===== config.mk =====
export PLATFORM = sky130hd
export DESIGN_NAME = looping_keyframe_interpolator
export DESIGN_NICKNAME = d
export VERILOG_FILES = /design/src/hw/rtl/lki_pkg.sv /design/src/hw/rtl/looping_keyframe_interpolator.sv /design/src/hw/rtl/lki_ram.sv /design/src/hw/rtl/lki_div.sv /design/src/hw/rtl/lki_dp.sv /design/src/hw/rtl/lki_ctrl.sv
export SDC_FILE = /design/constraint.sdc
export NUM_CORES = 2
export LEC_CHECK = 0
export ABC_AREA = 0
export BUFFER_PORTS_ARGS = -buffer_cell sky130_fd_sc_hd__buf_2
export CORE_UTILIZATION = 60
export CTS_BUF_LIST = sky130_fd_sc_hd__clkbuf_4
export DETAILED_ROUTE_END_ITERATION = 10
export PLACE_DENSITY = 0.77
export SLEW_MARGIN = 20
export SYNTH_ARGS = -nofsm -noshare
export SYNTH_HDL_FRONTEND = slang
export SYNTH_SLANG_ARGS = --single-unit

===== constraint.sdc =====
create_clock -name i_clk -period 21.2 [get_ports i_clk]
set_input_delay 1.06 -clock i_clk [delete_from_list [all_inputs] [get_ports i_clk]]
set_output_delay 1.06 -clock i_clk [all_outputs]
set_load 0.01 [all_outputs]

===== src/hw/rtl/lki_pkg.sv =====
// ----------------------------------------------------------------------------
// lki_pkg
// Types, constants and codes for the looping keyframe interpolator.
// ----------------------------------------------------------------------------
package lki_pkg;

    localparam int MAX_KEYFRAMES = 16;
    localparam int ADDR_W        = $clog2(MAX_KEYFRAMES);
    localparam int CNT_W         = $clog2(MAX_KEYFRAMES + 1);

    localparam int TIME_W   = 16;
    localparam int VAL_W    = 16;
    localparam int SEG_W    = 4;
    localparam int STATUS_W = 2;

    // value * weight products and their sums
    localparam int PROD_W = 2 * VAL_W + 1;
    // magnitude of a sum, dividend of the serial divider
    localparam int MAG_W  = 2 * VAL_W;
    localparam int STEP_W = $clog2(MAG_W + 1);

    localparam logic [STEP_W-1:0] STEPS_MOD  = STEP_W'(TIME_W);
    localparam logic [STEP_W-1:0] STEPS_LERP = STEP_W'(MAG_W);

    localparam int MSTEP_W = 3;
    localparam logic [MSTEP_W-1:0] MUL_LAST = 3'd4;

    localparam logic [TIME_W-1:0] LOOP_RESET = 16'hFFFF;

    localparam logic MODE_INSERT = 1'b0;
    localparam logic MODE_QUERY  = 1'b1;

    localparam logic [STATUS_W-1:0] ST_OK    = 2'd0;
    localparam logic [STATUS_W-1:0] ST_FULL  = 2'd1;
    localparam logic [STATUS_W-1:0] ST_EMPTY = 2'd2;
    localparam logic [STATUS_W-1:0] ST_HOLD  = 2'd3;

    // result kinds selected by the controller
    localparam int RES_W = 3;
    localparam logic [RES_W-1:0] RES_INSERT = 3'd0;
    localparam logic [RES_W-1:0] RES_FULL   = 3'd1;
    localparam logic [RES_W-1:0] RES_EMPTY  = 3'd2;
    localparam logic [RES_W-1:0] RES_HOLD   = 3'd3;
    localparam logic [RES_W-1:0] RES_LERP   = 3'd4;

    typedef struct packed {
        logic                     mode;
        logic [TIME_W-1:0]        time_point;
        logic signed [VAL_W-1:0]  angle_in;
        logic signed [VAL_W-1:0]  y_in;
    } t_in;

    typedef struct packed {
        logic [STATUS_W-1:0]      status;
        logic signed [VAL_W-1:0]  rotation_out;
        logic signed [VAL_W-1:0]  y_out;
        logic [SEG_W-1:0]         segment_index;
    } t_out;

    typedef struct packed {
        logic [TIME_W-1:0]        key_time;
        logic signed [VAL_W-1:0]  angle;
        logic signed [VAL_W-1:0]  height;
    } t_key;

    localparam int KEY_W = $bits(t_key);

    typedef enum logic [3:0] {
        S_IDLE,
        S_CHECK,
        S_MOD_WAIT,
        S_SCAN_RD,
        S_SCAN_CK,
        S_SCAN_DONE,
        S_LAST_RD,
        S_LAST_CK,
        S_SPAN,
        S_MUL,
        S_DIV_START,
        S_DIV_WAIT,
        S_SHIFT_RD,
        S_SHIFT_WR,
        S_WRITE_NEW
    } t_state;

    typedef struct packed {
        logic             load;
        logic             scan_init;
        logic             scan_rd;
        logic             scan_ck;
        logic             last_rd;
        logic             last_ck;
        logic             mod_start;
        logic             mod_load;
        logic             span;
        logic             mul_go;
        logic             div_start;
        logic             shift_init;
        logic             shift_rd;
        logic             shift_wr;
        logic             write_new;
        logic             emit;
        logic [RES_W-1:0] res_kind;
    } t_cmd;

    typedef struct packed {
        logic cnt_zero;
        logic full;
        logic loop_zero;
        logic is_query;
        logic scan_end;
        logic later;
        logic k_zero;
        logic shift_end;
        logic mul_last;
        logic div_done;
    } t_stat;

endpackage


===== src/hw/rtl/looping_keyframe_interpolator.sv =====
// ----------------------------------------------------------------------------
// looping_keyframe_interpolator
// Sorted keyframe table with looping, linearly interpolated pose queries.
// ----------------------------------------------------------------------------
// Usage:
//   Item channel: drive i_item and raise start; the item is taken at a clock
//   edge where start is high and busy is low. mode 0 inserts a keyframe, mode
//   1 queries the pose at time_point (wrapped by the loop length).
//   Result channel: one item per input item, shown on o_res for a single
//   cycle with o_res_valid high, in the same cycle that busy drops. There is no
//   back-pressure; capture it then. A new item can be taken in that cycle.
//   Config channel: i_cfg_valid/o_cfg_ready write loop_length (always ready).
//   Write it only while busy is low.
// Sequence (each scan entry takes a registered read of the keyframe RAM):
//   insert: scan, then shift the later entries up and write the new key;
//   a full table drops the insert after the scan. query: an empty table
//   gives ST_EMPTY without a scan; otherwise the time is reduced modulo the
//   loop length on the serial divider (skipped for loop length 0), then the
//   scan runs; past the last key its values are held, else 4 multiplies run
//   on one shared multiplier, then a 32-step divide runs on two dividers
//   side by side (angle and height).
// Reset: table empty, loop_length 65535, no result pending. The keyframe
//   RAM is not cleared; only entries below the count are read.
// ----------------------------------------------------------------------------
module looping_keyframe_interpolator (
    input  logic                          i_clk,
    input  logic                          i_rst_n,
    // item in
    input  logic                          start,
    output logic                          busy,
    input  lki_pkg::t_in                  i_item,
    // result out
    output logic                          o_res_valid,
    output lki_pkg::t_out                 o_res,
    // loop length register
    input  logic                          i_cfg_valid,
    output logic                          o_cfg_ready,
    input  logic [lki_pkg::TIME_W-1:0]    i_cfg_data
);

    lki_pkg::t_cmd  w_cmd;
    lki_pkg::t_stat w_stat;
    logic           w_cfg_we;

    // the user writes the register between items; the block does not enforce it, and the port never stalls
    assign o_cfg_ready = 1'b1;
    assign w_cfg_we    = i_cfg_valid & o_cfg_ready;

    lki_ctrl u_ctrl (
        .i_clk   (i_clk),
        .i_rst_n (i_rst_n),
        .i_start (start),
        .o_busy  (busy),
        .i_stat  (w_stat),
        .o_cmd   (w_cmd)
    );

    lki_dp u_dp (
        .i_clk       (i_clk),
        .i_rst_n     (i_rst_n),
        .i_cmd       (w_cmd),
        .o_stat      (w_stat),
        .i_item      (i_item),
        .i_cfg_we    (w_cfg_we),
        .i_cfg_data  (i_cfg_data),
        .o_res_valid (o_res_valid),
        .o_res       (o_res)
    );

endmodule


===== src/hw/rtl/lki_ram.sv =====
// ----------------------------------------------------------------------------
// lki_ram
// Generic simple dual-port RAM: one write port, one read port, registered read.
// ----------------------------------------------------------------------------
module lki_ram #(
    parameter int WIDTH = 8,
    parameter int DEPTH = 16
) (
    input  logic                     i_clk,
    input  logic                     i_we,
    input  logic [$clog2(DEPTH)-1:0] i_waddr,
    input  logic [WIDTH-1:0]         i_wdata,
    input  logic                     i_re,
    input  logic [$clog2(DEPTH)-1:0] i_raddr,
    output logic [WIDTH-1:0]         o_rdata
);

    logic [WIDTH-1:0] r_mem [DEPTH];
    logic [WIDTH-1:0] r_rdata;

    always_ff @(posedge i_clk) begin
        if (i_we) begin
            r_mem[i_waddr] <= i_wdata;
        end
        if (i_re) begin
            r_rdata <= r_mem[i_raddr];
        end
    end

    assign o_rdata = r_rdata;

endmodule


===== src/hw/rtl/lki_div.sv =====
// ----------------------------------------------------------------------------
// lki_div
// Restoring unsigned divider, one quotient bit per cycle. The dividend is
// left-aligned, so a short run gives the remainder of its top bits.
// ----------------------------------------------------------------------------
module lki_div (
    input  logic                             i_clk,
    input  logic                             i_rst_n,
    input  logic                             i_start,
    input  logic [lki_pkg::MAG_W-1:0]        i_dividend,
    input  logic [lki_pkg::TIME_W-1:0]       i_divisor,
    input  logic [lki_pkg::STEP_W-1:0]       i_steps,
    output logic                             o_done,
    output logic [lki_pkg::MAG_W-1:0]        o_quotient,
    output logic [lki_pkg::TIME_W-1:0]       o_remainder
);

    logic                          r_busy;
    logic [lki_pkg::STEP_W-1:0]    r_cnt;
    logic [lki_pkg::MAG_W-1:0]     r_dvd;
    logic [lki_pkg::TIME_W-1:0]    r_rem;
    logic [lki_pkg::TIME_W-1:0]    r_dsr;

    logic [lki_pkg::TIME_W:0]      w_trial;
    logic [lki_pkg::TIME_W:0]      w_diff;
    logic                          w_ge;

    assign w_trial = {r_rem, r_dvd[lki_pkg::MAG_W-1]};
    assign w_diff  = w_trial - {1'b0, r_dsr};
    assign w_ge    = (w_trial >= {1'b0, r_dsr});

    always_ff @(posedge i_clk) begin
        if (!i_rst_n) begin
            r_busy <= 1'b0;
            r_cnt  <= '0;
        end else if (i_start) begin
            r_busy <= 1'b1;
            r_cnt  <= i_steps;
        end else if (r_busy) begin
            r_cnt <= r_cnt - lki_pkg::STEP_W'(1);
            if (r_cnt == lki_pkg::STEP_W'(1)) begin
                r_busy <= 1'b0;
            end
        end
    end

    always_ff @(posedge i_clk) begin
        if (i_start) begin
            r_dvd <= i_dividend;
            r_rem <= '0;
            r_dsr <= i_divisor;
        end else if (r_busy) begin
            r_rem <= w_ge ? w_diff[lki_pkg::TIME_W-1:0] : w_trial[lki_pkg::TIME_W-1:0];
            r_dvd <= {r_dvd[lki_pkg::MAG_W-2:0], w_ge};
        end
    end

    assign o_done      = !r_busy;
    assign o_quotient  = r_dvd;
    assign o_remainder = r_rem;

endmodule


===== src/hw/rtl/lki_dp.sv =====
// ----------------------------------------------------------------------------
// lki_dp
// Datapath: keyframe RAM, scan registers, shared multiplier, two serial
// dividers, loop length register and the result register.
// ----------------------------------------------------------------------------
module lki_dp (
    input  logic                          i_clk,
    input  logic                          i_rst_n,
    input  lki_pkg::t_cmd                 i_cmd,
    output lki_pkg::t_stat                o_stat,
    input  lki_pkg::t_in                  i_item,
    input  logic                          i_cfg_we,
    input  logic [lki_pkg::TIME_W-1:0]    i_cfg_data,
    output logic                          o_res_valid,
    output lki_pkg::t_out                 o_res
);

    // latched item
    logic                                r_mode;
    logic [lki_pkg::TIME_W-1:0]          r_t;
    logic signed [lki_pkg::VAL_W-1:0]    r_ang_in;
    logic signed [lki_pkg::VAL_W-1:0]    r_y_in;

    logic [lki_pkg::TIME_W-1:0]          r_loop;
    logic [lki_pkg::CNT_W-1:0]           r_count;
    logic [lki_pkg::CNT_W-1:0]           r_idx;
    logic [lki_pkg::CNT_W-1:0]           r_j;

    lki_pkg::t_key                       r_prev;
    lki_pkg::t_key                       r_cur;

    logic [lki_pkg::TIME_W-1:0]          r_w0;
    logic [lki_pkg::TIME_W-1:0]          r_w1;
    logic [lki_pkg::TIME_W-1:0]          r_span;

    logic [lki_pkg::MSTEP_W-1:0]         r_mstep;
    logic signed [lki_pkg::PROD_W-1:0]   r_prod;
    logic signed [lki_pkg::PROD_W-1:0]   r_num_a;
    logic signed [lki_pkg::PROD_W-1:0]   r_num_y;

    logic                                r_res_valid;
    lki_pkg::t_out                       r_res;

    logic [lki_pkg::KEY_W-1:0]           w_rdata_raw;
    lki_pkg::t_key                       w_rdata;
    logic                                w_re;
    logic [lki_pkg::ADDR_W-1:0]          w_raddr;
    logic                                w_we;
    logic [lki_pkg::ADDR_W-1:0]          w_waddr;
    lki_pkg::t_key                       w_wdata;
    logic [lki_pkg::CNT_W-1:0]           w_cnt_m1;
    logic [lki_pkg::CNT_W-1:0]           w_j_m1;

    logic signed [lki_pkg::VAL_W-1:0]    w_op_v;
    logic [lki_pkg::TIME_W-1:0]          w_op_w;
    logic signed [lki_pkg::PROD_W-1:0]   w_prod;

    logic [lki_pkg::MAG_W-1:0]           w_mag_a;
    logic [lki_pkg::MAG_W-1:0]           w_mag_y;
    logic                                w_d0_start;
    logic [lki_pkg::MAG_W-1:0]           w_d0_dvd;
    logic [lki_pkg::TIME_W-1:0]          w_d0_dsr;
    logic [lki_pkg::STEP_W-1:0]          w_d0_steps;
    logic                                w_d0_done;
    logic                                w_d1_done;
    logic [lki_pkg::MAG_W-1:0]           w_q0;
    logic [lki_pkg::MAG_W-1:0]           w_q1;
    logic [lki_pkg::TIME_W-1:0]          w_rem0;
    logic signed [lki_pkg::VAL_W-1:0]    w_rot;
    logic signed [lki_pkg::VAL_W-1:0]    w_yv;
    lki_pkg::t_out                       n_res;

    // ---------------- keyframe store ----------------
    assign w_cnt_m1 = r_count - lki_pkg::CNT_W'(1);
    assign w_j_m1   = r_j - lki_pkg::CNT_W'(1);
    assign w_rdata  = lki_pkg::t_key'(w_rdata_raw);

    always_comb begin
        w_re = i_cmd.scan_rd | i_cmd.last_rd | i_cmd.shift_rd;
        if (i_cmd.last_rd) begin
            w_raddr = w_cnt_m1[lki_pkg::ADDR_W-1:0];
        end else if (i_cmd.shift_rd) begin
            w_raddr = w_j_m1[lki_pkg::ADDR_W-1:0];
        end else begin
            w_raddr = r_idx[lki_pkg::ADDR_W-1:0];
        end
        w_we = i_cmd.shift_wr | i_cmd.write_new;
        if (i_cmd.shift_wr) begin
            w_waddr = r_j[lki_pkg::ADDR_W-1:0];
            w_wdata = w_rdata;
        end else begin
            w_waddr = r_idx[lki_pkg::ADDR_W-1:0];
            w_wdata = '{key_time: r_t, angle: r_ang_in, height: r_y_in};
        end
    end

    lki_ram #(
        .WIDTH (lki_pkg::KEY_W),
        .DEPTH (lki_pkg::MAX_KEYFRAMES)
    ) u_ram (
        .i_clk   (i_clk),
        .i_we    (w_we),
        .i_waddr (w_waddr),
        .i_wdata (w_wdata),
        .i_re    (w_re),
        .i_raddr (w_raddr),
        .o_rdata (w_rdata_raw)
    );

    // ---------------- shared multiplier ----------------
    // num = v0 * (t1 - t) + v1 * (t - t0), angle then height
    always_comb begin
        case (r_mstep)
            3'd0: begin
                w_op_v = r_prev.angle;
                w_op_w = r_w0;
            end
            3'd1: begin
                w_op_v = r_cur.angle;
                w_op_w = r_w1;
            end
            3'd2: begin
                w_op_v = r_prev.height;
                w_op_w = r_w0;
            end
            default: begin
                w_op_v = r_cur.height;
                w_op_w = r_w1;
            end
        endcase
        w_prod = lki_pkg::PROD_W'(w_op_v) * lki_pkg::PROD_W'($signed({1'b0, w_op_w}));
    end

    // ---------------- dividers ----------------
    assign w_mag_a = r_num_a[lki_pkg::PROD_W-1] ? lki_pkg::MAG_W'(-r_num_a)
                                                 : lki_pkg::MAG_W'(r_num_a);
    assign w_mag_y = r_num_y[lki_pkg::PROD_W-1] ? lki_pkg::MAG_W'(-r_num_y)
                                                 : lki_pkg::MAG_W'(r_num_y);

    // divider 0 also reduces the query time by the loop length
    always_comb begin
        w_d0_start = i_cmd.mod_start | i_cmd.div_start;
        if (i_cmd.mod_start) begin
            w_d0_dvd   = {r_t, {(lki_pkg::MAG_W - lki_pkg::TIME_W){1'b0}}};
            w_d0_dsr   = r_loop;
            w_d0_steps = lki_pkg::STEPS_MOD;
        end else begin
            w_d0_dvd   = w_mag_a;
            w_d0_dsr   = r_span;
            w_d0_steps = lki_pkg::STEPS_LERP;
        end
    end

    lki_div u_div0 (
        .i_clk       (i_clk),
        .i_rst_n     (i_rst_n),
        .i_start     (w_d0_start),
        .i_dividend  (w_d0_dvd),
        .i_divisor   (w_d0_dsr),
        .i_steps     (w_d0_steps),
        .o_done      (w_d0_done),
        .o_quotient  (w_q0),
        .o_remainder (w_rem0)
    );

    // height divide: only the quotient is needed
    lki_div u_div1 (
        .i_clk       (i_clk),
        .i_rst_n     (i_rst_n),
        .i_start     (i_cmd.div_start),
        .i_dividend  (w_mag_y),
        .i_divisor   (r_span),
        .i_steps     (lki_pkg::STEPS_LERP),
        .o_done      (w_d1_done),
        .o_quotient  (w_q1),
        .o_remainder ()
    );

    // truncation toward zero: divide magnitudes, restore sign
    assign w_rot = r_num_a[lki_pkg::PROD_W-1] ? -$signed(w_q0[lki_pkg::VAL_W-1:0])
                                               : $signed(w_q0[lki_pkg::VAL_W-1:0]);
    assign w_yv  = r_num_y[lki_pkg::PROD_W-1] ? -$signed(w_q1[lki_pkg::VAL_W-1:0])
                                               : $signed(w_q1[lki_pkg::VAL_W-1:0]);

    // ---------------- status to controller ----------------
    always_comb begin
        o_stat.cnt_zero  = (r_count == '0);
        o_stat.full      = (r_count == lki_pkg::CNT_W'(lki_pkg::MAX_KEYFRAMES));
        o_stat.loop_zero = (r_loop == '0);
        o_stat.is_query  = (r_mode == lki_pkg::MODE_QUERY);
        o_stat.scan_end  = (r_idx == r_count);
        o_stat.later     = (w_rdata.key_time > r_t);
        o_stat.k_zero    = (r_idx == '0);
        o_stat.shift_end = (r_j == r_idx);
        o_stat.mul_last  = (r_mstep == lki_pkg::MUL_LAST);
        o_stat.div_done  = w_d0_done & w_d1_done;
    end

    // ---------------- result ----------------
    always_comb begin
        n_res.status        = lki_pkg::ST_EMPTY;
        n_res.rotation_out  = '0;
        n_res.y_out         = '0;
        n_res.segment_index = '0;
        case (i_cmd.res_kind)
            lki_pkg::RES_INSERT: begin
                n_res.status        = lki_pkg::ST_OK;
                n_res.segment_index = lki_pkg::SEG_W'(r_idx);
            end
            lki_pkg::RES_FULL: begin
                n_res.status        = lki_pkg::ST_FULL;
                n_res.segment_index = lki_pkg::SEG_W'(r_idx);
            end
            lki_pkg::RES_HOLD: begin
                n_res.status        = lki_pkg::ST_HOLD;
                n_res.rotation_out  = r_prev.angle;
                n_res.y_out         = r_prev.height;
                n_res.segment_index = lki_pkg::SEG_W'(w_cnt_m1);
            end
            lki_pkg::RES_LERP: begin
                n_res.status        = lki_pkg::ST_OK;
                n_res.rotation_out  = w_rot;
                n_res.y_out         = w_yv;
                n_res.segment_index = lki_pkg::SEG_W'(r_idx);
            end
            default: begin
                n_res.status = lki_pkg::ST_EMPTY;
            end
        endcase
    end

    // ---------------- control-type registers ----------------
    always_ff @(posedge i_clk) begin
        if (!i_rst_n) begin
            r_loop      <= lki_pkg::LOOP_RESET;
            r_count     <= '0;
            r_res_valid <= 1'b0;
        end else begin
            if (i_cfg_we) begin
                r_loop <= i_cfg_data;
            end
            if (i_cmd.write_new) begin
                r_count <= r_count + lki_pkg::CNT_W'(1);
            end
            r_res_valid <= i_cmd.emit;
        end
    end

    // ---------------- payload registers ----------------
    always_ff @(posedge i_clk) begin
        if (i_cmd.load) begin
            r_mode   <= i_item.mode;
            r_t      <= i_item.time_point;
            r_ang_in <= i_item.angle_in;
            r_y_in   <= i_item.y_in;
        end
        if (i_cmd.mod_load) begin
            r_t <= w_rem0;
        end
        if (i_cmd.scan_init) begin
            r_idx           <= '0;
            r_prev.key_time <= '0;
        end
        if (i_cmd.scan_ck) begin
            if (o_stat.later) begin
                r_cur <= w_rdata;
            end else begin
                r_prev <= w_rdata;
                r_idx  <= r_idx + lki_pkg::CNT_W'(1);
            end
        end
        // first segment: start point is time 0 with the last keyframe's values
        if (i_cmd.last_ck) begin
            r_prev.angle  <= w_rdata.angle;
            r_prev.height <= w_rdata.height;
        end
        if (i_cmd.span) begin
            r_w0    <= r_cur.key_time - r_t;
            r_w1    <= r_t - r_prev.key_time;
            r_span  <= r_cur.key_time - r_prev.key_time;
            r_mstep <= '0;
        end
        if (i_cmd.mul_go) begin
            r_mstep <= r_mstep + lki_pkg::MSTEP_W'(1);
            case (r_mstep)
                3'd0: begin
                    r_prod <= w_prod;
                end
                3'd1: begin
                    r_prod  <= w_prod;
                    r_num_a <= r_prod;
                end
                3'd2: begin
                    r_prod  <= w_prod;
                    r_num_a <= r_num_a + r_prod;
                end
                3'd3: begin
                    r_prod  <= w_prod;
                    r_num_y <= r_prod;
                end
                default: begin
                    r_num_y <= r_num_y + r_prod;
                end
            endcase
        end
        if (i_cmd.shift_init) begin
            r_j <= r_count;
        end
        if (i_cmd.shift_wr) begin
            r_j <= w_j_m1;
        end
        if (i_cmd.emit) begin
            r_res <= n_res;
        end
    end

    assign o_res_valid = r_res_valid;
    assign o_res       = r_res;

endmodule


===== src/hw/rtl/lki_ctrl.sv =====
// ----------------------------------------------------------------------------
// lki_ctrl
// Sequencer: walks one item through reduction, table scan, shifting or
// multiply and divide, and issues the result.
// ----------------------------------------------------------------------------
module lki_ctrl (
    input  logic            i_clk,
    input  logic            i_rst_n,
    input  logic            i_start,
    output logic            o_busy,
    input  lki_pkg::t_stat  i_stat,
    output lki_pkg::t_cmd   o_cmd
);

    lki_pkg::t_state r_state;
    lki_pkg::t_state n_state;

    always_ff @(posedge i_clk) begin
        if (!i_rst_n) begin
            r_state <= lki_pkg::S_IDLE;
        end else begin
            r_state <= n_state;
        end
    end

    always_comb begin
        n_state = r_state;
        o_cmd   = '0;
        unique case (r_state)
            lki_pkg::S_IDLE: begin
                o_cmd.load = i_start;
                if (i_start) begin
                    n_state = lki_pkg::S_CHECK;
                end
            end
            lki_pkg::S_CHECK: begin
                o_cmd.scan_init = 1'b1;
                if (i_stat.is_query && i_stat.cnt_zero) begin
                    o_cmd.emit     = 1'b1;
                    o_cmd.res_kind = lki_pkg::RES_EMPTY;
                    n_state        = lki_pkg::S_IDLE;
                end else if (i_stat.is_query && !i_stat.loop_zero) begin
                    o_cmd.mod_start = 1'b1;
                    n_state         = lki_pkg::S_MOD_WAIT;
                end else begin
                    n_state = lki_pkg::S_SCAN_RD;
                end
            end
            lki_pkg::S_MOD_WAIT: begin
                if (i_stat.div_done) begin
                    o_cmd.mod_load = 1'b1;
                    n_state        = lki_pkg::S_SCAN_RD;
                end
            end
            lki_pkg::S_SCAN_RD: begin
                if (i_stat.scan_end) begin
                    n_state = lki_pkg::S_SCAN_DONE;
                end else begin
                    o_cmd.scan_rd = 1'b1;
                    n_state       = lki_pkg::S_SCAN_CK;
                end
            end
            lki_pkg::S_SCAN_CK: begin
                o_cmd.scan_ck = 1'b1;
                n_state = i_stat.later ? lki_pkg::S_SCAN_DONE : lki_pkg::S_SCAN_RD;
            end
            lki_pkg::S_SCAN_DONE: begin
                if (!i_stat.is_query) begin
                    if (i_stat.full) begin
                        o_cmd.emit     = 1'b1;
                        o_cmd.res_kind = lki_pkg::RES_FULL;
                        n_state        = lki_pkg::S_IDLE;
                    end else begin
                        o_cmd.shift_init = 1'b1;
                        n_state          = lki_pkg::S_SHIFT_RD;
                    end
                end else if (i_stat.scan_end) begin
                    o_cmd.emit     = 1'b1;
                    o_cmd.res_kind = lki_pkg::RES_HOLD;
                    n_state        = lki_pkg::S_IDLE;
                end else if (i_stat.k_zero) begin
                    n_state = lki_pkg::S_LAST_RD;
                end else begin
                    n_state = lki_pkg::S_SPAN;
                end
            end
            lki_pkg::S_LAST_RD: begin
                o_cmd.last_rd = 1'b1;
                n_state       = lki_pkg::S_LAST_CK;
            end
            lki_pkg::S_LAST_CK: begin
                o_cmd.last_ck = 1'b1;
                n_state       = lki_pkg::S_SPAN;
            end
            lki_pkg::S_SPAN: begin
                o_cmd.span = 1'b1;
                n_state    = lki_pkg::S_MUL;
            end
            lki_pkg::S_MUL: begin
                o_cmd.mul_go = 1'b1;
                if (i_stat.mul_last) begin
                    n_state = lki_pkg::S_DIV_START;
                end
            end
            lki_pkg::S_DIV_START: begin
                o_cmd.div_start = 1'b1;
                n_state         = lki_pkg::S_DIV_WAIT;
            end
            lki_pkg::S_DIV_WAIT: begin
                if (i_stat.div_done) begin
                    o_cmd.emit     = 1'b1;
                    o_cmd.res_kind = lki_pkg::RES_LERP;
                    n_state        = lki_pkg::S_IDLE;
                end
            end
            lki_pkg::S_SHIFT_RD: begin
                if (i_stat.shift_end) begin
                    n_state = lki_pkg::S_WRITE_NEW;
                end else begin
                    o_cmd.shift_rd = 1'b1;
                    n_state        = lki_pkg::S_SHIFT_WR;
                end
            end
            lki_pkg::S_SHIFT_WR: begin
                o_cmd.shift_wr = 1'b1;
                n_state        = lki_pkg::S_SHIFT_RD;
            end
            lki_pkg::S_WRITE_NEW: begin
                o_cmd.write_new = 1'b1;
                o_cmd.emit      = 1'b1;
                o_cmd.res_kind  = lki_pkg::RES_INSERT;
                n_state         = lki_pkg::S_IDLE;
            end
            default: begin
                n_state = lki_pkg::S_IDLE;
            end
        endcase
    end

    assign o_busy = (r_state != lki_pkg::S_IDLE);

endmodule


==> results.toml <==
[logic_synthesis]
synth.distinct_cells = 86
ys_ff_latch = 1327
synth_edf_count = 1234
syn_nets = 6423
netlist_instances = 5856
synth_largest_area_cell = "edfxtp_1"
async_flop_share = 0
synth_warnings = 0
synth_commonest_cells = "1,234 x edfxtp_1, 972 x nand2_1, 412 x inv_1"
synth.avg_cell_area_sq_um = 11.9
synth_ff_type = "edfxtp_1"
yosys.area.top_type_share = 0.532
yosysMostFrequentCell = "edfxtp_1"
syn-cell-area_sq_mm = 0.0697
synth.area.top_cells = "edfxtp_1 53%, fa_1 5.8%, ha_1 5.3%"
yosysSeqAreaShare = 0.558

[drt]
wl_met1_um = 70400
ant_nets = 0
vias = 47800
wl_met2_um = 87400
drt-pass1-iter-count = 9
wl_um = 181000
drt_iter0_markers = 4556
drcViolationCount = 0
highest_layer = "met5"
post_drt_wl_per_cell_um = 22.7
viasPerCell = 6.00
dr_wl_met3_um = 16000

[setup_path]
arrival_ns = 9.71
crit_start = "u_dp.r_mstep[0]"
cp_max_fo = 31
r2r-end = "u_dp.r_prod[29]"
cp-end-kind = "flop"
r2r_slack_ns = 12.51
r2r_start = "u_dp.r_mstep[0]"
path_class = "flop to flop"
critPathRequiredTime_ns = 22.22
reg2reg_depth = 25
cp-start-kind = "flop"

[clock_tree]
clk_latency_ns = 1.35
cts_resized = 0
cts_tree = "yes"
ctsHtreeMaxLevel = 5
cts.sinks = 1327
cts_setup_buffers = 0
numCtsBuffers = 351
clkTransAtPathRegs_ns = 0.06
clockBufferDepth = 4
cts_root_buf = "clkbuf_4"

[placement]
post-dp-hpwl_um = 119000
place.gp.congestion = 0.996
numPortBuffers = 108

[sta]
timing.hold.ws_ns = 0.116
fin_crit_ns = 8.69
fin_worst_skew_ns = 0.175
worstMarginPinSlew_ns = 1.14
grt_setup_unrepaired = "no"
fin_setup_tns_ns = 0
finalSetupViolCount = 0
slew_viol_final = 0
max-slew-margin-rel = 0.240
finalHoldViolCount = 0
max_clock_freq_ghz = 0.115
fin_crit_sh = 0.410

[floorplan]
ios = 110
die_y_um = 343
dieArea_sq_mm = 0.118
core_area_sq_mm = 0.115
initial_core_util = 0.607
die_w_um = 343
fp-row-count = 124

[outcome]
outcome = "finished clean"

[finish]
fin_util = 0.667
nFillCells = 8421
area_growth_pct = 9.84
layout.nets = 6779
drive_gt1_frac = 0.140

[worst_hold_path]
hold_class = "input port to flop"
min_from = "i_item[40]"
min_to = "u_dp.r_t[8]"
hold_path_depth = 2

[global_route]
grtUsageTotal = 0.309
grt_max_degree = 165
antenna_found_initial = 5
grt_pass1_wl_um = 273000
first_global_vias = 47800
grt-ovfl-total = 0

[power]
p_per_area_mw_per_mm2 = 145
p_leak_nw = 30.6
max-vdd-ir-drop_v = 0.000339

[flow_run]
cap_violations = 0
[how the worst max path moves through the flow]
stage,endpoint,slack [ns]
6_report,u_dp.r_prod[29],12.51
5_1_grt,u_dp.r_prod[29],12.01
4_1_cts,u_dp.r_prod[29],12.61
3_5_place_dp,u_dp.r_prod[29],12.62
3_3_place_gp,u_dp.r_prod[29],12.71
2_1_floorplan,u_dp.r_prod[29],13.50
[registers in the layout, indices dropped and copies added (netlist names), 32 cells and up]
signal / count
u_dp.r_prev: 48
u_dp.o_res: 38
u_dp.r_prod: 33
u_dp.u_ram.r_mem: 768
u_dp.r_cur: 48
u_dp.u_div1.o_quotient: 32
u_dp.r_num_a: 33
u_dp.u_ram.o_rdata: 48
u_dp.u_div0.o_quotient: 32
u_dp.r_num_y: 33
[per-stage QoR]
stage                     setup WS, ns  cell area [sq um]  cells  total power, mW
after global routing             12.01              76600   7962             12.0
after CTS                        12.61              76500   7955             11.1
after global placement           12.71              71800   7320             8.84
after detailed placement         12.62              71900   7322             8.94
final                            12.51              76600   7963             11.1
after floorplan                  13.50              69700   5856             7.68
[cell families after synthesis]
kind of cell             synth area share
other                           0.0000538
adder cells (fa/ha/maj)             0.111
AND/OR/NAND/NOR                     0.121
buffers and inverters              0.0406
XOR/XNOR                           0.0328
multiplexers                       0.0608
flip-flops                          0.558
AO/OA/AOI/OAI                      0.0751
[cells in the final DEF, fill, tap and decap left out, types with 45 or more instances in the layout]
| cell | synthesis | routed |
|---|---|---|
| edfxtp_1 | 1234 | 1234 |
| nand2_1 | 972 | 970 |
| clkbuf_4 | 0 | 519 |
| inv_1 | 412 | 411 |
| ha_1 | 297 | 296 |
| o21ai_0 | 296 | 293 |
| nor2_1 | 288 | 267 |
| nand3_1 | 266 | 265 |
| mux2i_1 | 256 | 254 |
| a21oi_1 | 223 | 222 |
| fa_1 | 201 | 201 |
| xor2_1 | 136 | 136 |
| xnor2_1 | 123 | 123 |
| buf_2 | 47 | 108 |
| dfxtp_1 | 93 | 93 |
| buf_4 | 11 | 86 |
| nand4_1 | 79 | 79 |
| nor3_1 | 74 | 72 |
| clkinv_1 | 0 | 53 |
| mux2_2 | 51 | 51 |
| dlygate4sd3_1 | 0 | 49 |
| mux4_2 | 48 | 48 |
| and2_1 | 45 | 45 |
[power breakdown]
| part | switching (mW) | leakage, nW | internal, mW |
|---|---|---|---|
| clock network | 1.02 | 2.54 | 1.13 |
| registers | 0.109 | 11.9 | 3.29 |
| logic | 3.25 | 16.2 | 2.31 |
[worst max-delay path, stage by stage, from the launching register on]
cell and delay, ns:
edfxtp_1 0.41, inv_1 0.08, ha_1 0.25, nor2b_2 0.16, buf_4 0.26, nor2_4 0.78, mux2i_1 0.94, nor2_1 0.15
fa_1 0.60, fa_1 0.43, fa_1 0.53, fa_1 0.45, fa_1 0.50, inv_1 0.05, fa_1 0.47, inv_1 0.04
ha_1 0.35, a211oi_1 0.29, o21bai_1 0.11, a2111o_1 0.41, a21oi_1 0.14, o21ai_1 0.14, a221oi_2 0.37, o2111ai_1 0.21
a21oi_1 0.22, xnor2_1 0.09
[per-layer routing]
layer  vias up  global-route usage
li1      21900                   -
met1     23200               0.393
met2      2180               0.509
met3       477              0.0684
met4         2               0.138
met5         -                   0
[area by class of cell]
cell class | count | area (sq um) | share of cell area
Tap cell | 1512 | 1890 | 0.0247
Clock buffer | 519 | 3900 | 0.0509
Timing Repair Buffer | 246 | 1740 | 0.0227
Inverter | 412 | 1550 | 0.0202
Antenna cell | 8 | 20.0 | 0.000261
Multi-Input combinational cell | 3874 | 28300 | 0.369
Clock inverter | 65 | 309 | 0.00404
Sequential cell | 1327 | 38900 | 0.508
[timing repair]
| action | 4_1_cts | 5_1_grt |
|---|---|---|
| setup endpoints to repair | 0 | 0 |
| hold endpoints to repair | 49 | 0 |
| hold buffers | 49 | 0 |
Power figures use the tool's default switching activity.
